`config.mk`:
```
export PLATFORM = sky130hd
export DESIGN_NAME = gold_sequence_bit_scrambler_core
export DESIGN_NICKNAME = d
export VERILOG_FILES = /design/src/hw/rtl/gsbs_pkg.sv /design/src/hw/rtl/gsbs_lane.sv /design/src/hw/rtl/gsbs_merge.sv /design/src/hw/rtl/gsbs_advance.sv /design/src/hw/rtl/gold_sequence_bit_scrambler_core.sv
export VERILOG_INCLUDE_DIRS = /design/src /design/src/hw/rtl
export SDC_FILE = /design/constraint.sdc
export NUM_CORES = 1
export LEC_CHECK = 0
export ABC_AREA = 1
export BUFFER_PORTS_ARGS = -buffer_cell sky130_fd_sc_hd__buf_2
export CAP_MARGIN = 15
export CORE_MARGIN = 4
export CORE_UTILIZATION = 49
export CTS_CLUSTER_SIZE = 8
export DETAILED_ROUTE_END_ITERATION = 8
export PLACE_DENSITY = 0.66
export SLEW_MARGIN = 20
export SYNTH_ARGS = -nofsm -noshare
export SYNTH_HDL_FRONTEND = slang
export SYNTH_SLANG_ARGS = --single-unit
```
`constraint.sdc`:
```
create_clock -name clk_i -period 22.2 [get_ports clk_i]
set_input_delay 2.22 -clock clk_i [delete_from_list [all_inputs] [get_ports clk_i]]
set_output_delay 2.22 -clock clk_i [all_outputs]
set_load 0.005 [all_outputs]
```
`src/hw/rtl/assert_macros.svh`:
```
// Assertion macros shared by the scrambler RTL; they compile to nothing under synthesis.
`ifndef ASSERT_MACROS_SVH
`define ASSERT_MACROS_SVH
`ifndef SYNTHESIS
// Property must hold at every clock edge outside reset.
`define GSBS_ASSERT(lbl, clk, rst_n, prop) \
  lbl: assert property (@(posedge clk) disable iff (!rst_n) (prop)) \
    else $error("gsbs assertion failed");
// Boolean condition must never be seen outside reset.
`define GSBS_ASSERT_NEVER(lbl, clk, rst_n, cond) \
  lbl: assert property (@(posedge clk) disable iff (!rst_n) !(cond)) \
    else $error("gsbs forbidden condition seen");
`else
`define GSBS_ASSERT(lbl, clk, rst_n, prop)
`define GSBS_ASSERT_NEVER(lbl, clk, rst_n, cond)
`endif
`endif

```
`src/hw/rtl/gsbs_pkg.sv`:
```
// Package for the Gold sequence scrambler: widths, register indexes, types and LFSR helpers.
`timescale 1ns / 1ps
`default_nettype none
package gsbs_pkg;

  // Default parameter values.
  localparam int unsigned LanesDefault     = 8;
  localparam int unsigned SkipCountDefault = 1600;
  localparam int unsigned PosBitsDefault   = 16;

  // Fixed field widths.
  localparam int unsigned DataWidth   = 8;
  localparam int unsigned CountWidth  = 4;
  localparam int unsigned LfsrWidth   = 31;
  localparam int unsigned SeqLenWidth = 16;
  localparam int unsigned CfgIdxWidth = 1;
  localparam int unsigned CfgDataWidth = LfsrWidth;

  // Configuration register indexes.
  localparam logic [CfgIdxWidth-1:0] CfgInitSeed  = 1'b0;
  localparam logic [CfgIdxWidth-1:0] CfgSeqLength = 1'b1;

  typedef logic [LfsrWidth-1:0] lfsr_t;
  typedef lfsr_t [LfsrWidth-1:0] jump_mat_t;

  // What one lane reports to the merge stage.
  typedef struct packed {
    logic scr;   // scrambled bit, zero when the lane is not used
    logic used;  // lane consumed a sequence bit
    logic miss;  // lane held a valid bit but no sequence bit was left
  } lane_res_t;

  // One step of the first register: x1(n+31) = x1(n+3) ^ x1(n).
  function automatic lfsr_t adv_x1(lfsr_t r);
    return {r[0] ^ r[3], r[LfsrWidth-1:1]};
  endfunction

  // One step of the second register: x2(n+31) = x2(n+3) ^ x2(n+2) ^ x2(n+1) ^ x2(n).
  function automatic lfsr_t adv_x2(lfsr_t r);
    return {r[0] ^ r[1] ^ r[2] ^ r[3], r[LfsrWidth-1:1]};
  endfunction

  // First register after the initial skip; evaluated at elaboration.
  function automatic lfsr_t x1_start(int unsigned skip);
    lfsr_t r;
    r = lfsr_t'(1);
    for (int unsigned k = 0; k < skip; k++) begin
      r = adv_x1(r);
    end
    return r;
  endfunction

  // Column j is the skipped image of seed bit j alone; evaluated at elaboration.
  function automatic jump_mat_t x2_jump_matrix(int unsigned skip);
    jump_mat_t m;
    for (int unsigned j = 0; j < LfsrWidth; j++) begin
      m[j] = lfsr_t'(1) << j;
    end
    for (int unsigned k = 0; k < skip; k++) begin
      for (int unsigned j = 0; j < LfsrWidth; j++) begin
        m[j] = adv_x2(m[j]);
      end
    end
    return m;
  endfunction

  // GF(2) product of the jump matrix and a seed.
  function automatic lfsr_t apply_jump(jump_mat_t m, lfsr_t seed);
    lfsr_t acc;
    acc = '0;
    for (int unsigned j = 0; j < LfsrWidth; j++) begin
      if (seed[j]) begin
        acc = acc ^ m[j];
      end
    end
    return acc;
  endfunction

endpackage
`default_nettype wire

```
`src/hw/rtl/gsbs_lane.sv`:
```
// One scrambler lane: gates and scrambles a single data bit of the beat.
`timescale 1ns / 1ps
`default_nettype none
module gsbs_lane
  import gsbs_pkg::*;
#(
  parameter int unsigned LANE_IDX = 0,
  parameter int unsigned POS_BITS = PosBitsDefault
) (
  input  wire logic                  data_bit_i,
  input  wire logic                  seq_bit_i,
  input  wire logic [CountWidth-1:0] bit_count_i,
  input  wire logic [POS_BITS-1:0]   pos_i,
  input  wire logic [POS_BITS-1:0]   limit_i,
  output lane_res_t                  res_o
);

  logic            valid;
  logic            avail;
  logic [POS_BITS:0] lane_pos;

  // The lane holds a data bit when its index is below the bit count.
  assign valid = bit_count_i > CountWidth'(LANE_IDX);

  // Sequence position of this lane, compared against the usable length.
  assign lane_pos = {1'b0, pos_i} + (POS_BITS + 1)'(LANE_IDX);
  assign avail    = lane_pos < {1'b0, limit_i};

  always_comb begin
    res_o.used = valid & avail;
    res_o.miss = valid & ~avail;
    res_o.scr  = res_o.used & (data_bit_i ^ seq_bit_i);
  end

endmodule
`default_nettype wire

```
`src/hw/rtl/gsbs_merge.sv`:
```
// Merge stage: packs lane results into the output byte, flag and step count.
`timescale 1ns / 1ps
`default_nettype none
module gsbs_merge
  import gsbs_pkg::*;
#(
  parameter int unsigned N_LANES = LanesDefault,
  localparam int unsigned StepWidth = $clog2(N_LANES + 1)
) (
  input  wire lane_res_t [N_LANES-1:0] lane_res_i,
  output logic [DataWidth-1:0]         scrambled_o,
  output logic                         exhausted_o,
  output logic [StepWidth-1:0]         step_o
);

  // Collect scrambled bits, the miss flag and the count of used lanes.
  always_comb begin
    scrambled_o = '0;
    exhausted_o = 1'b0;
    step_o      = '0;
    for (int unsigned i = 0; i < N_LANES; i++) begin
      scrambled_o[i] = lane_res_i[i].scr;
      exhausted_o    = exhausted_o | lane_res_i[i].miss;
      step_o         = step_o + StepWidth'(lane_res_i[i].used);
    end
  end

endmodule
`default_nettype wire

```
`src/hw/rtl/gsbs_advance.sv`:
```
// Multi-step LFSR advance: moves both registers forward by the beat's step count.
`timescale 1ns / 1ps
`default_nettype none
module gsbs_advance
  import gsbs_pkg::*;
#(
  parameter int unsigned N_LANES = LanesDefault,
  localparam int unsigned StepWidth = $clog2(N_LANES + 1),
  localparam int unsigned ExtWidth  = LfsrWidth + N_LANES
) (
  input  wire lfsr_t                x1_i,
  input  wire lfsr_t                x2_i,
  input  wire logic [StepWidth-1:0] step_i,
  output lfsr_t                     x1_o,
  output lfsr_t                     x2_o
);

  logic [ExtWidth-1:0] ext1;
  logic [ExtWidth-1:0] ext2;

  // Extend both sequences by N_LANES elements; each new element uses earlier elements only.
  always_comb begin
    ext1 = '0;
    ext2 = '0;
    ext1[LfsrWidth-1:0] = x1_i;
    ext2[LfsrWidth-1:0] = x2_i;
    for (int unsigned j = 0; j < N_LANES; j++) begin
      ext1[LfsrWidth+j] = ext1[j] ^ ext1[j+3];
      ext2[LfsrWidth+j] = ext2[j] ^ ext2[j+1] ^ ext2[j+2] ^ ext2[j+3];
    end
  end

  // Window the extended sequences at the step count.
  assign x1_o = ext1[step_i +: LfsrWidth];
  assign x2_o = ext2[step_i +: LfsrWidth];

endmodule
`default_nettype wire

```
`src/hw/rtl/gold_sequence_bit_scrambler_core.sv`:
```
// Gold sequence bit scrambler: top level with state, lanes, merge stage and output register.
//
// Input channel (in_valid_i / in_stall_o) carries one beat: restart_i, up to eight data bits
// in data_bits_i (earliest bit in bit 0) and bit_count_i. Output channel
// (out_valid_o / out_stall_i) returns scrambled_bits_o and exhausted_o for every beat.
// The block accepts one beat per cycle when not stalled. A result appears in the cycle after
// its beat is accepted; the LFSR state update is a combinational loop through the lanes,
// the merge stage and a windowed multi-step advance, which sets the one-beat-per-cycle rate.
// The output register lets a new beat enter in the same cycle that the held result is
// taken; when the receiver stalls with a result held, in_stall_o rises and the input waits.
// Configuration is a write port (cfg_we_i, cfg_index_i, cfg_wdata_i). A seed write stores
// the seed already jumped past the skipped prefix, so a restart loads it directly.
// Writes only take effect at the next restart (seed) or the next beat (length).
// Reset clears the output valid flag, the seed and the length, loads the first register
// with its post-skip state and clears the second register and the bit position.
`timescale 1ns / 1ps
`default_nettype none
`include "assert_macros.svh"
module gold_sequence_bit_scrambler_core
  import gsbs_pkg::*;
#(
  parameter int unsigned LANES         = LanesDefault,
  parameter int unsigned SKIP_COUNT    = SkipCountDefault,
  parameter int unsigned POSITION_BITS = PosBitsDefault
) (
  input  wire logic                    clk_i,
  input  wire logic                    rst_ni,
  // Input channel.
  input  wire logic                    in_valid_i,
  output logic                         in_stall_o,
  input  wire logic                    restart_i,
  input  wire logic [DataWidth-1:0]    data_bits_i,
  input  wire logic [CountWidth-1:0]   bit_count_i,
  // Output channel.
  output logic                         out_valid_o,
  input  wire logic                    out_stall_i,
  output logic [DataWidth-1:0]         scrambled_bits_o,
  output logic                         exhausted_o,
  // Configuration write port.
  input  wire logic                    cfg_we_i,
  input  wire logic [CfgIdxWidth-1:0]  cfg_index_i,
  input  wire logic [CfgDataWidth-1:0] cfg_wdata_i
);

  localparam int unsigned NLanes    = (LANES < DataWidth) ? LANES : DataWidth;
  localparam int unsigned StepWidth = $clog2(NLanes + 1);
  localparam int unsigned LimWidth  = (POSITION_BITS > SeqLenWidth) ? POSITION_BITS
                                                                    : SeqLenWidth;
  localparam lfsr_t     X1Start = x1_start(SKIP_COUNT);
  localparam jump_mat_t X2Jump  = x2_jump_matrix(SKIP_COUNT);
  localparam logic [POSITION_BITS-1:0] PosMax = '1;

  lfsr_t                      x1_q, x1_d;
  lfsr_t                      x2_q, x2_d;
  lfsr_t                      seed_jump_q;
  logic [SeqLenWidth-1:0]     seq_len_q;
  logic [POSITION_BITS-1:0]   pos_q, pos_d;
  logic                       out_valid_q;
  logic [DataWidth-1:0]       scr_q;
  logic                       exh_q;

  logic                       in_fire;
  lfsr_t                      cur_x1;
  lfsr_t                      cur_x2;
  logic [POSITION_BITS-1:0]   cur_pos;
  logic [LimWidth-1:0]        lim_wide;
  logic [POSITION_BITS-1:0]   limit;
  lane_res_t [NLanes-1:0]     lane_res;
  logic [DataWidth-1:0]       merge_scr;
  logic                       merge_exh;
  logic [StepWidth-1:0]       step_cnt;

  // Handshake: stall only while a held result is itself stalled.
  assign in_stall_o = out_valid_q & out_stall_i;
  assign in_fire    = in_valid_i & ~in_stall_o;

  // Configuration registers; the seed is stored already jumped.
  always_ff @(posedge clk_i or negedge rst_ni) begin
    if (!rst_ni) begin
      seed_jump_q <= '0;
      seq_len_q   <= '0;
    end else if (cfg_we_i) begin
      unique case (cfg_index_i)
        CfgInitSeed:  seed_jump_q <= apply_jump(X2Jump, cfg_wdata_i);
        CfgSeqLength: seq_len_q   <= cfg_wdata_i[SeqLenWidth-1:0];
        default: ;
      endcase
    end
  end

  // Working state for this beat, with restart applied first.
  assign cur_x1  = restart_i ? X1Start : x1_q;
  assign cur_x2  = restart_i ? seed_jump_q : x2_q;
  assign cur_pos = restart_i ? '0 : pos_q;

  // Usable length: the programmed length, capped so the position never wraps.
  assign lim_wide = (LimWidth'(seq_len_q) < LimWidth'(PosMax)) ? LimWidth'(seq_len_q)
                                                              : LimWidth'(PosMax);
  assign limit    = lim_wide[POSITION_BITS-1:0];

  // Parallel lanes, one per data bit.
  for (genvar i = 0; i < NLanes; i++) begin : g_lane
    gsbs_lane #(
      .LANE_IDX (i),
      .POS_BITS (POSITION_BITS)
    ) u_lane (
      .data_bit_i  (data_bits_i[i]),
      .seq_bit_i   (cur_x1[i] ^ cur_x2[i]),
      .bit_count_i (bit_count_i),
      .pos_i       (cur_pos),
      .limit_i     (limit),
      .res_o       (lane_res[i])
    );
  end

  // Merge lane results.
  gsbs_merge #(
    .N_LANES (NLanes)
  ) u_merge (
    .lane_res_i  (lane_res),
    .scrambled_o (merge_scr),
    .exhausted_o (merge_exh),
    .step_o      (step_cnt)
  );

  // Advance both LFSRs by the number of used lanes.
  gsbs_advance #(
    .N_LANES (NLanes)
  ) u_advance (
    .x1_i   (cur_x1),
    .x2_i   (cur_x2),
    .step_i (step_cnt),
    .x1_o   (x1_d),
    .x2_o   (x2_d)
  );

  assign pos_d = cur_pos + POSITION_BITS'(step_cnt);

  // Sequence state update on every accepted beat.
  always_ff @(posedge clk_i or negedge rst_ni) begin
    if (!rst_ni) begin
      x1_q  <= X1Start;
      x2_q  <= '0;
      pos_q <= '0;
    end else if (in_fire) begin
      x1_q  <= x1_d;
      x2_q  <= x2_d;
      pos_q <= pos_d;
    end
  end

  // Output register valid flag.
  always_ff @(posedge clk_i or negedge rst_ni) begin
    if (!rst_ni) begin
      out_valid_q <= 1'b0;
    end else if (in_fire) begin
      out_valid_q <= 1'b1;
    end else if (!out_stall_i) begin
      out_valid_q <= 1'b0;
    end
  end

  // Output payload, loaded with each accepted beat.
  always_ff @(posedge clk_i) begin
    if (in_fire) begin
      scr_q <= merge_scr;
      exh_q <= merge_exh;
    end
  end

  assign out_valid_o      = out_valid_q;
  assign scrambled_bits_o = scr_q;
  assign exhausted_o      = exh_q;

  // Checks on the block's own logic.
  `GSBS_ASSERT_NEVER(a_stall_without_result, clk_i, rst_ni, !out_valid_q && in_stall_o)
  `GSBS_ASSERT(a_step_within_count, clk_i, rst_ni, in_fire |-> (step_cnt <= bit_count_i))
  `GSBS_ASSERT(a_pos_monotonic, clk_i, rst_ni, in_fire && !restart_i |=> pos_q >= $past(pos_q))
  `GSBS_ASSERT(a_exhaust_at_limit, clk_i, rst_ni, in_fire && merge_exh |=> pos_q >= $past(limit))

endmodule
`default_nettype wire
```
# After elaboration in Yosys (flattened, before gate mapping)
# Index checks and enable logic that the tools add are counted.
dict set report totals {
  reg_bits 135
  output_inout_bits 11
  word_cells 263
  inputBits 50
}
dict set report op_classes {
  bitwise_logic 121
  n_reduce_logical 2
  shifts 2
  eq_ne 1
  mux 97
  add_sub_neg 15
  n_lt_le_gt_ge 17
}
# op n
set ops {}
lappend ops {{31-bit 2-to-1 mux} 80}
lappend ops {{30-bit 2-to-1 mux} 4}
lappend ops {{17-bit by 16-bit less-than comparator with 1-bit output} 7}
lappend ops {{29-bit 2-to-1 mux} 3}
lappend ops {{39-bit by 5-bit indexed part select with 31-bit output} 2}
lappend ops {{16-bit by 3-bit adder with 17-bit output, second input constant} 4}
lappend ops {{11-bit inverter} 6}
lappend ops {{28-bit 2-to-1 mux} 2}
lappend ops {{27-bit 2-to-1 mux} 2}
lappend ops {{18-bit inverter} 3}
lappend ops {{9-bit inverter} 6}
lappend ops {{26-bit 2-to-1 mux} 2}
lappend ops {{17-bit inverter} 3}
lappend ops {{1-bit bitwise XOR} 48}
lappend ops {{12-bit inverter} 3}
lappend ops {{16-bit by 2-bit adder with 17-bit output, second input constant} 2}
lappend ops {{16-bit 2-to-1 mux} 2}
lappend ops {{10-bit inverter} 3}
lappend ops {{14-bit inverter} 2}
lappend ops {{1-bit AND} 26}
lappend ops {{4-bit by 1-bit adder with 4-bit output} 6}
lappend ops {{19-bit inverter} 1}
lappend ops {{16-bit by 1-bit adder with 17-bit output, second input constant} 1}
lappend ops {{16-bit by 4-bit adder with 16-bit output} 1}
lappend ops {{other kinds (14)} 36}

# Logic depth before layout (Yosys ltp)
dict set report depth {
  ltp_word 121
  mapped_depth 41
  ltp_nobuf 38
}

# Cells and area by module
# A second synthesis with hierarchy kept.
dict set report hier_totals {
  hier_cells 3148
  hier_area_um2 19189.7
}
# mod cells_per_inst instances area_per_inst_um2
set modules_own_cells {}
lappend modules_own_cells {gold_sequence_bit_scrambler_core 1317 1 9170.0}
lappend modules_own_cells {gsbs_advance 754 1 3572.2}
lappend modules_own_cells {{gsbs_lane (g_lane[1].u_lane)} 141 1 852.1}
lappend modules_own_cells {{gsbs_lane (g_lane[3].u_lane)} 134 1 834.6}
lappend modules_own_cells {{gsbs_lane (g_lane[6].u_lane)} 139 1 822.0}
lappend modules_own_cells {{gsbs_lane (g_lane[5].u_lane)} 139 1 819.5}
lappend modules_own_cells {{gsbs_lane (g_lane[2].u_lane)} 136 1 795.8}
lappend modules_own_cells {{gsbs_lane (g_lane[4].u_lane)} 133 1 779.5}
lappend modules_own_cells {{gsbs_lane (g_lane[7].u_lane)} 134 1 777.0}
lappend modules_own_cells {{gsbs_lane (g_lane[0].u_lane)} 73 1 459.2}
lappend modules_own_cells {gsbs_merge 48 1 307.8}

# Worst setup path before layout
# No wires, ideal clock.
dict set report synth_path {
  kind {in2reg}
  start {input port restart_i}
  end {register pos_q[11]}
  path_stages 39
  setup_ns 0.121
  arrival_time_ns 9.089
  required_time_ns 22.079
  path_buffers 4
  setup_slack_ns 12.990
  cell_sequence {buf_4 > nor2_1 > ha_1 > inv_1 > nor2_1 > nand2_1 > xor2_1 > o21ai_0 > inv_1 > ha_1 > a21oi_1 > nor2_1 > a211oi_1 > o21ai_0 > inv_1 > nand3_1 > nor2_1 > ha_1 > (+3 left out) > fa_1 > fa_1 > inv_1 > fa_1 > clkbuf_1 > inv_1 > clkbuf_1 > buf_1 > ha_1 > a21oi_1 > inv_1 > a31oi_1 > or2_2 > a21oi_1 > inv_1 > nor3_1 > nand2_1 > xor2_1}
}
dict set report synth_between {
  elab_chain_len 12
  word_cells_on_any_way 32
}
# item line
set synth_lines {}
lappend synth_lines {{start, declared} gold_sequence_bit_scrambler_core.sv:31} ;# input wire logic restart_i,
lappend synth_lines {{16-bit 2-to-1 mux *} gold_sequence_bit_scrambler_core.sv:94} ;# assign cur_pos = restart_i ? '0 : pos_q;
lappend synth_lines {{16-bit by 1-bit adder with 17-bit output} gsbs_lane.sv:26} ;# assign lane_pos = {1'b0, pos_i} + (POS_BITS + 1)'(LANE_IDX);
lappend synth_lines {{17-bit by 16-bit less-than comparator with 1-bit output} gsbs_lane.sv:27} ;# assign avail = lane_pos < {1'b0, limit_i};
lappend synth_lines {{1-bit AND} gsbs_lane.sv:30} ;# res_o.used = valid & avail;
lappend synth_lines {{1-bit by 1-bit adder with 2-bit output} gsbs_merge.sv:24} ;# step_o = step_o + StepWidth'(lane_res_i[i].used);
lappend synth_lines {{4-bit by 1-bit adder with 4-bit output (6 in series)} gsbs_merge.sv:24}
lappend synth_lines {{16-bit by 4-bit adder with 16-bit output *} gold_sequence_bit_scrambler_core.sv:137} ;# assign pos_d = cur_pos + POSITION_BITS'(step_cnt);
lappend synth_lines {{end signal, assigned} gold_sequence_bit_scrambler_core.sv:148} ;# pos_q <= pos_d;
lappend synth_lines {{end, declared} gold_sequence_bit_scrambler_core.sv:57} ;# logic [POSITION_BITS-1:0] pos_q, pos_d;
# Every way passes the cells marked *; elsewhere a longest branch is shown, timed or not.
# A chain may end at the register's enable or synchronous reset.

# Final worst setup path
dict set report layout_path {
  start {input port restart_i}
  end {register x1_q[9]}
}
dict set report layout_between {
  elab_chain_len 12
  word_cells_on_any_way 41
}
# item line
set layout_lines {}
lappend layout_lines {{16-bit 2-to-1 mux} gold_sequence_bit_scrambler_core.sv:94}
lappend layout_lines {{16-bit by 1-bit adder with 17-bit output} gsbs_lane.sv:26}
lappend layout_lines {{17-bit by 16-bit less-than comparator with 1-bit output} gsbs_lane.sv:27}
lappend layout_lines {{1-bit AND} gsbs_lane.sv:30}
lappend layout_lines {{1-bit by 1-bit adder with 2-bit output} gsbs_merge.sv:24}
lappend layout_lines {{4-bit by 1-bit adder with 4-bit output (6 in series)} gsbs_merge.sv:24}
lappend layout_lines {{39-bit by 5-bit indexed part select with 31-bit output *} gsbs_advance.sv:34} ;# assign x1_o = ext1[step_i +: LfsrWidth];
lappend layout_lines {{end signal, assigned} gold_sequence_bit_scrambler_core.sv:142} ;# x1_q <= X1Start;
lappend layout_lines {{end, declared} gold_sequence_bit_scrambler_core.sv:53} ;# lfsr_t x1_q, x1_d;
# Marked as above.

==> impl_summary.txt <==
----------------------------------------------------
[Place]
  Routability-driven placement congestion ratio ... between 1 and 1.5
  Placed Cells ... 2767
  Sum of net half-perimeters after detailed placement ... 38200 um
  Count of input and output buffers ... 60

[Clock tree]
  Total number of H-tree levels ... 4
  Root cell of the clock tree ... sky130_fd_sc_hd__clkbuf_16
  CTS tree ... done
  Number of buffers on the longest clock path ... 2
  Hold-fix buffers at CTS ... 0
  CTS Sinks ... between 100 and 150
  Skew-Pair Late Insertion Delay ... about 0.43 ns
  Cells resized by post-CTS repair ... 0
  Cts bufs inserted ... 17
  Setup repair bufs after CTS ... 0
  Clock edge transition at the registers on the reported setup and hold paths ... ~0.06 ns

[Drt]
  Number of detailed-routing iterations run before antenna repair ... 6
  Final wirelength ... about 50000 um
  Detailed-route via count ... roughly 16000
  DRC errors left ... 0
  Number of vias per cell after detailed routing ... 5.64
  Iteration-0 DRC count of the detailed router ... 1662
  Average wire per cell in the routed design ... 18.2 um
  Remaining antenna violation count ... 0

[Global routing]
  Antenna violations before repair ... 1
  Via count of the first global-routing pass ... roughly 15000
  Total global routing track utilization ... ~28%
  Global-route wire length before repair ... about 80000 um
  Remaining Overflow, GRT ... 0
  Largest net degree at the start of global routing ... 88

[Setup path]
  Max incr delay on CP ... roughly 0.96 ns
  Most Frequent Cell on Critical Path ... sky130_fd_sc_hd__nand2_1
  Worst setup EP type ... flip-flop
  Critical Path Source Type ... input port
  Critical path arrival ... roughly 11 ns
  Peak fanout along the critical path ... 79
  Crit path buf inv count ... 9
  Library cell contributing the largest single delay on the critical path ... sky130_fd_sc_hd__clkinv_2
  Gate family responsible for the most delay along the worst path ... buffers and inverters
  Data required time at the worst endpoint ... between 20 and 25 ns
  Worst setup path category ... input port to flip-flop

[Cells and area]
  Area overhead of the layout relative to synthesis ... 6.61%
  Fraction of final layout cells sized beyond drive strength 1 ... under 10%
  Number of standard cells in the layout, taps in and fillers out ... 2799
  Antenna fix cells ... 0
  Count of nets after finishing ... ~2500
  Number of filler cells placed in the layout ... ~3300

[Outcome]
  Outcome ... completed

[Floorplan]
  Die footprint ... between 30000 and 40000 um^2
  X dimension of the die ... between 150 and 200 um
  Die Y-Extent ... 189 um
  Initial cell density of the core ... around half
  Area of the core ... approximately 32000 um^2
  Number of placement rows ... 65
  IO Pins ... 61

[Timing]
  Upper clock frequency limit ... 91.8 MHz
  RSZ-0062 raised after global routing ... false
  Worst slew margin ... between 30% and 40%
  Period Utilization, post-route ... between 40% and 50%
  Skew final ... around 0.008 ns
  Setup violations, final ... 0
  Count of final max-slew check failures ... 0
  Final critical delay including setup and external delays ... approximately 11 ns
  Fin Setup TNS ... 0 ns
  Final hold violation count ... 0
  Worst Tran Pin Value ... roughly 0.98 ns

[Yosys]
  Synthesized flop and latch total ... ~140
  Dominant register cell in the synthesized netlist ... sky130_fd_sc_hd__dfrtp_1
  Total nets after synthesis ... ~2500
  Sequential area share after synthesis ... between 20% and 30%
  Synthesis Warnings ... 0
  Library cells used by synthesis ... 54
  Syn avg cell area ... around 6.7 um^2
  Mapped Cells ... between 2000 and 2500
  Asr flop ratio synth ... just over 90%
  EDFF count, synth ... 9
  Cell area after synthesis ... ~16000 um^2

[Power]
  Peak VDD IR ... roughly 0.000084 V
  P_sw ... ~0.9 mW
  Sequential Power Share ... between 20 and 25%
  Power Total ... roughly 1.8 mW
  Combinational group share of total power ... 61.7%
  Cell internal pwr ... between 0.8 and 0.9 mW
  Power density cells ... between 100 and 150 nW/um^2
  Sw Share ... between 50% and 60%
  Leakage power total ... 8.20 nW
  Share of power burned in the clock network ... between 15 and 20%

[Min path]
  Min-Delay Path Class ... flip-flop to flip-flop

[Job]
  Total of max-cap violations ... 0

----------------------------------------------------
per-layer routing:
metal  wire, um  global-route usage, %  vias up
li1           -                      -     7660
met1      22700                   39.1     7313
met2      21800                   43.8      688
met3       5100                   7.52      115
met4       1410                   7.99        2
met5         11                      0        -
layout by cell type (no fill, tap or decap), types with 13 or more instances in the layout:
| master | synthesis | routed |
|---|---|---|
| sky130_fd_sc_hd__a211oi_1 | 13 | 13 |
| sky130_fd_sc_hd__ha_1 | 113 | 113 |
| sky130_fd_sc_hd__a31oi_1 | 24 | 24 |
| sky130_fd_sc_hd__nand3_1 | 124 | 124 |
| sky130_fd_sc_hd__nand4_1 | 24 | 24 |
| sky130_fd_sc_hd__o21ai_0 | 171 | 171 |
| sky130_fd_sc_hd__nor2_1 | 186 | 184 |
| sky130_fd_sc_hd__inv_2 | 13 | 15 |
| sky130_fd_sc_hd__o21ai_1 | 78 | 78 |
| sky130_fd_sc_hd__dfrtp_1 | 115 | 115 |
| sky130_fd_sc_hd__a21oi_1 | 103 | 103 |
| sky130_fd_sc_hd__clkbuf_16 | 0 | 18 |
| sky130_fd_sc_hd__xnor2_1 | 130 | 130 |
| sky130_fd_sc_hd__inv_1 | 181 | 178 |
| sky130_fd_sc_hd__buf_2 | 21 | 59 |
| sky130_fd_sc_hd__nand2_1 | 624 | 624 |
| sky130_fd_sc_hd__nor3_1 | 18 | 18 |
| sky130_fd_sc_hd__buf_4 | 7 | 14 |
| sky130_fd_sc_hd__mux2i_1 | 15 | 15 |
| sky130_fd_sc_hd__nand2_2 | 15 | 15 |
| sky130_fd_sc_hd__xor2_1 | 190 | 189 |
state kept, by name (all words and copies together) (netlist names):
register,cells
out_valid_o,1
scrambled_bits_o,8
exhausted_o,1
x1_q,31
pos_q,16
seq_len_q,16
x2_q,31
seed_jump_q,31
power groups by stage:
stage          combinational (mW)  sequential [mW]  clock (mW)
2_1_floorplan               0.859            0.386           0
3_3_place_gp                 1.09            0.403           0
3_5_place_dp                 1.10            0.405           0
4_1_cts                      1.11            0.402       0.299
5_1_grt                      1.27            0.413       0.309
6_report                     1.12            0.403       0.294
worst reg2reg max path, stage by stage (launching register included):
cell and delay (ns):
sky130_fd_sc_hd__dfrtp_1 0.34, sky130_fd_sc_hd__inv_1 0.07, sky130_fd_sc_hd__nor2_1 0.44, sky130_fd_sc_hd__ha_1 0.35, sky130_fd_sc_hd__inv_1 0.15, sky130_fd_sc_hd__nor2_1 0.28, sky130_fd_sc_hd__inv_1 0.12, sky130_fd_sc_hd__nor2_1 0.20
sky130_fd_sc_hd__a21oi_1 0.13, sky130_fd_sc_hd__ha_1 0.32, sky130_fd_sc_hd__nand4_1 0.13, sky130_fd_sc_hd__nor4_1 0.78, sky130_fd_sc_hd__nand3_1 0.22, sky130_fd_sc_hd__nand4_1 0.20, sky130_fd_sc_hd__fa_1 0.43, sky130_fd_sc_hd__inv_1 0.09
sky130_fd_sc_hd__fa_1 0.42, sky130_fd_sc_hd__fa_2 0.55, sky130_fd_sc_hd__buf_4 0.60, sky130_fd_sc_hd__clkinv_2 1.01, sky130_fd_sc_hd__o21ai_0 0.56, sky130_fd_sc_hd__nand2_1 0.09, sky130_fd_sc_hd__o21ai_1 0.14, sky130_fd_sc_hd__nor2_1 0.06
sky130_fd_sc_hd__a31oi_1 0.33, sky130_fd_sc_hd__nand2_1 0.09, sky130_fd_sc_hd__nand3_1 0.08, sky130_fd_sc_hd__o21ai_0 0.09
logic make-up (layout without fill, tap and decap cells):
logic type,count (synthesis),after routing,share of synthesized area (%)
xor+xnor,328,328,18.5
simple gates,1035,1035,27.0
fa+ha+maj,118,118,9.47
mux,15,15,0.939
buf+inv,320,303,7.98
flops,135,135,21.5
compound gates,430,430,14.6
cell usage after synthesis, types with 3 or more instances:
master                     instances  area, um^2
sky130_fd_sc_hd__buf_2            21         105
sky130_fd_sc_hd__dfstp_2          11         289
sky130_fd_sc_hd__or2_2            12        75.1
sky130_fd_sc_hd__inv_1           181         679
sky130_fd_sc_hd__a211oi_1         13        97.6
sky130_fd_sc_hd__o21ai_1          78         390
sky130_fd_sc_hd__nand3_1         124         621
sky130_fd_sc_hd__clkinv_1          3        11.3
sky130_fd_sc_hd__buf_1             9        33.8
sky130_fd_sc_hd__buf_6             3        33.8
sky130_fd_sc_hd__mux2i_1          15         150
sky130_fd_sc_hd__buf_4             7        52.6
sky130_fd_sc_hd__edfxtp_1          9         270
sky130_fd_sc_hd__clkbuf_1         83         312
sky130_fd_sc_hd__xor2_1          190        1660
sky130_fd_sc_hd__or2_0             4        25.0
sky130_fd_sc_hd__nor2_4            5        56.3
sky130_fd_sc_hd__nor2_2            5        31.3
sky130_fd_sc_hd__nand2_1         624        2340
sky130_fd_sc_hd__o21ai_0         171         856
sky130_fd_sc_hd__xnor2_2           3        48.8
sky130_fd_sc_hd__ha_1            113        1410
sky130_fd_sc_hd__o21bai_1         11        82.6
sky130_fd_sc_hd__or2_1            10        62.6
sky130_fd_sc_hd__fa_1              5         100
sky130_fd_sc_hd__nand3b_1          4        30.0
sky130_fd_sc_hd__a21oi_1         103         515
sky130_fd_sc_hd__xor2_2            3        48.8
sky130_fd_sc_hd__xnor2_1         130        1140
sky130_fd_sc_hd__o221ai_1          3        26.3
sky130_fd_sc_hd__a31oi_1          24         150
sky130_fd_sc_hd__nand4_1          24         150
sky130_fd_sc_hd__nor2_1          186         698
sky130_fd_sc_hd__inv_2            13        48.8
sky130_fd_sc_hd__o211ai_1         10        75.1
sky130_fd_sc_hd__nand2_2          15        93.8
sky130_fd_sc_hd__dfrtp_1         115        2880
sky130_fd_sc_hd__nor3_1           18        90.1
cell type report:
type,instances,area (um^2),share of cell area [%]
multi-input combinational,1926,11300,66.4
clock inverter,14,148,0.866
clock buffer,18,450,2.64
tap,435,544,3.19
timing repair buffer,74,412,2.42
inverter,197,741,4.35
sequential,135,3440,20.2
metrics by stage:
step	hold slack (ns)	setup WS, ns	instance area (um^2)	util [%]
after floorplan	0.448	12.99	16000	-
after global placement	0.463	11.27	16400	51.6
after detailed placement	0.472	11.18	16400	51.6
after CTS	0.486	11.64	17000	53.5
after global routing	0.497	10.74	17000	53.5
final	0.484	11.31	17000	53.5
path summary, 6_finish.rpt:
check	start	end	slack, ns	depth (start not counted)
max reg2reg	pos_q[3]$_DFFE_PN0P_	x1_q[9]$_DFFE_PN0P_	13.77	27
min reg2reg	x2_q[20]$_DFFE_PN0P_	x2_q[20]$_DFFE_PN0P_	0.48	2
min in group asynchronous	rst_ni	out_valid_o$_DFFE_PN0P_	1.75	1
max in group asynchronous	rst_ni	pos_q[8]$_DFFE_PN0P_	19.06	2
min	x2_q[20]$_DFFE_PN0P_	x2_q[20]$_DFFE_PN0P_	0.48	2
max	restart_i	x1_q[9]$_DFFE_PN0P_	11.31	33
Power figures use the tool's default switching activity.
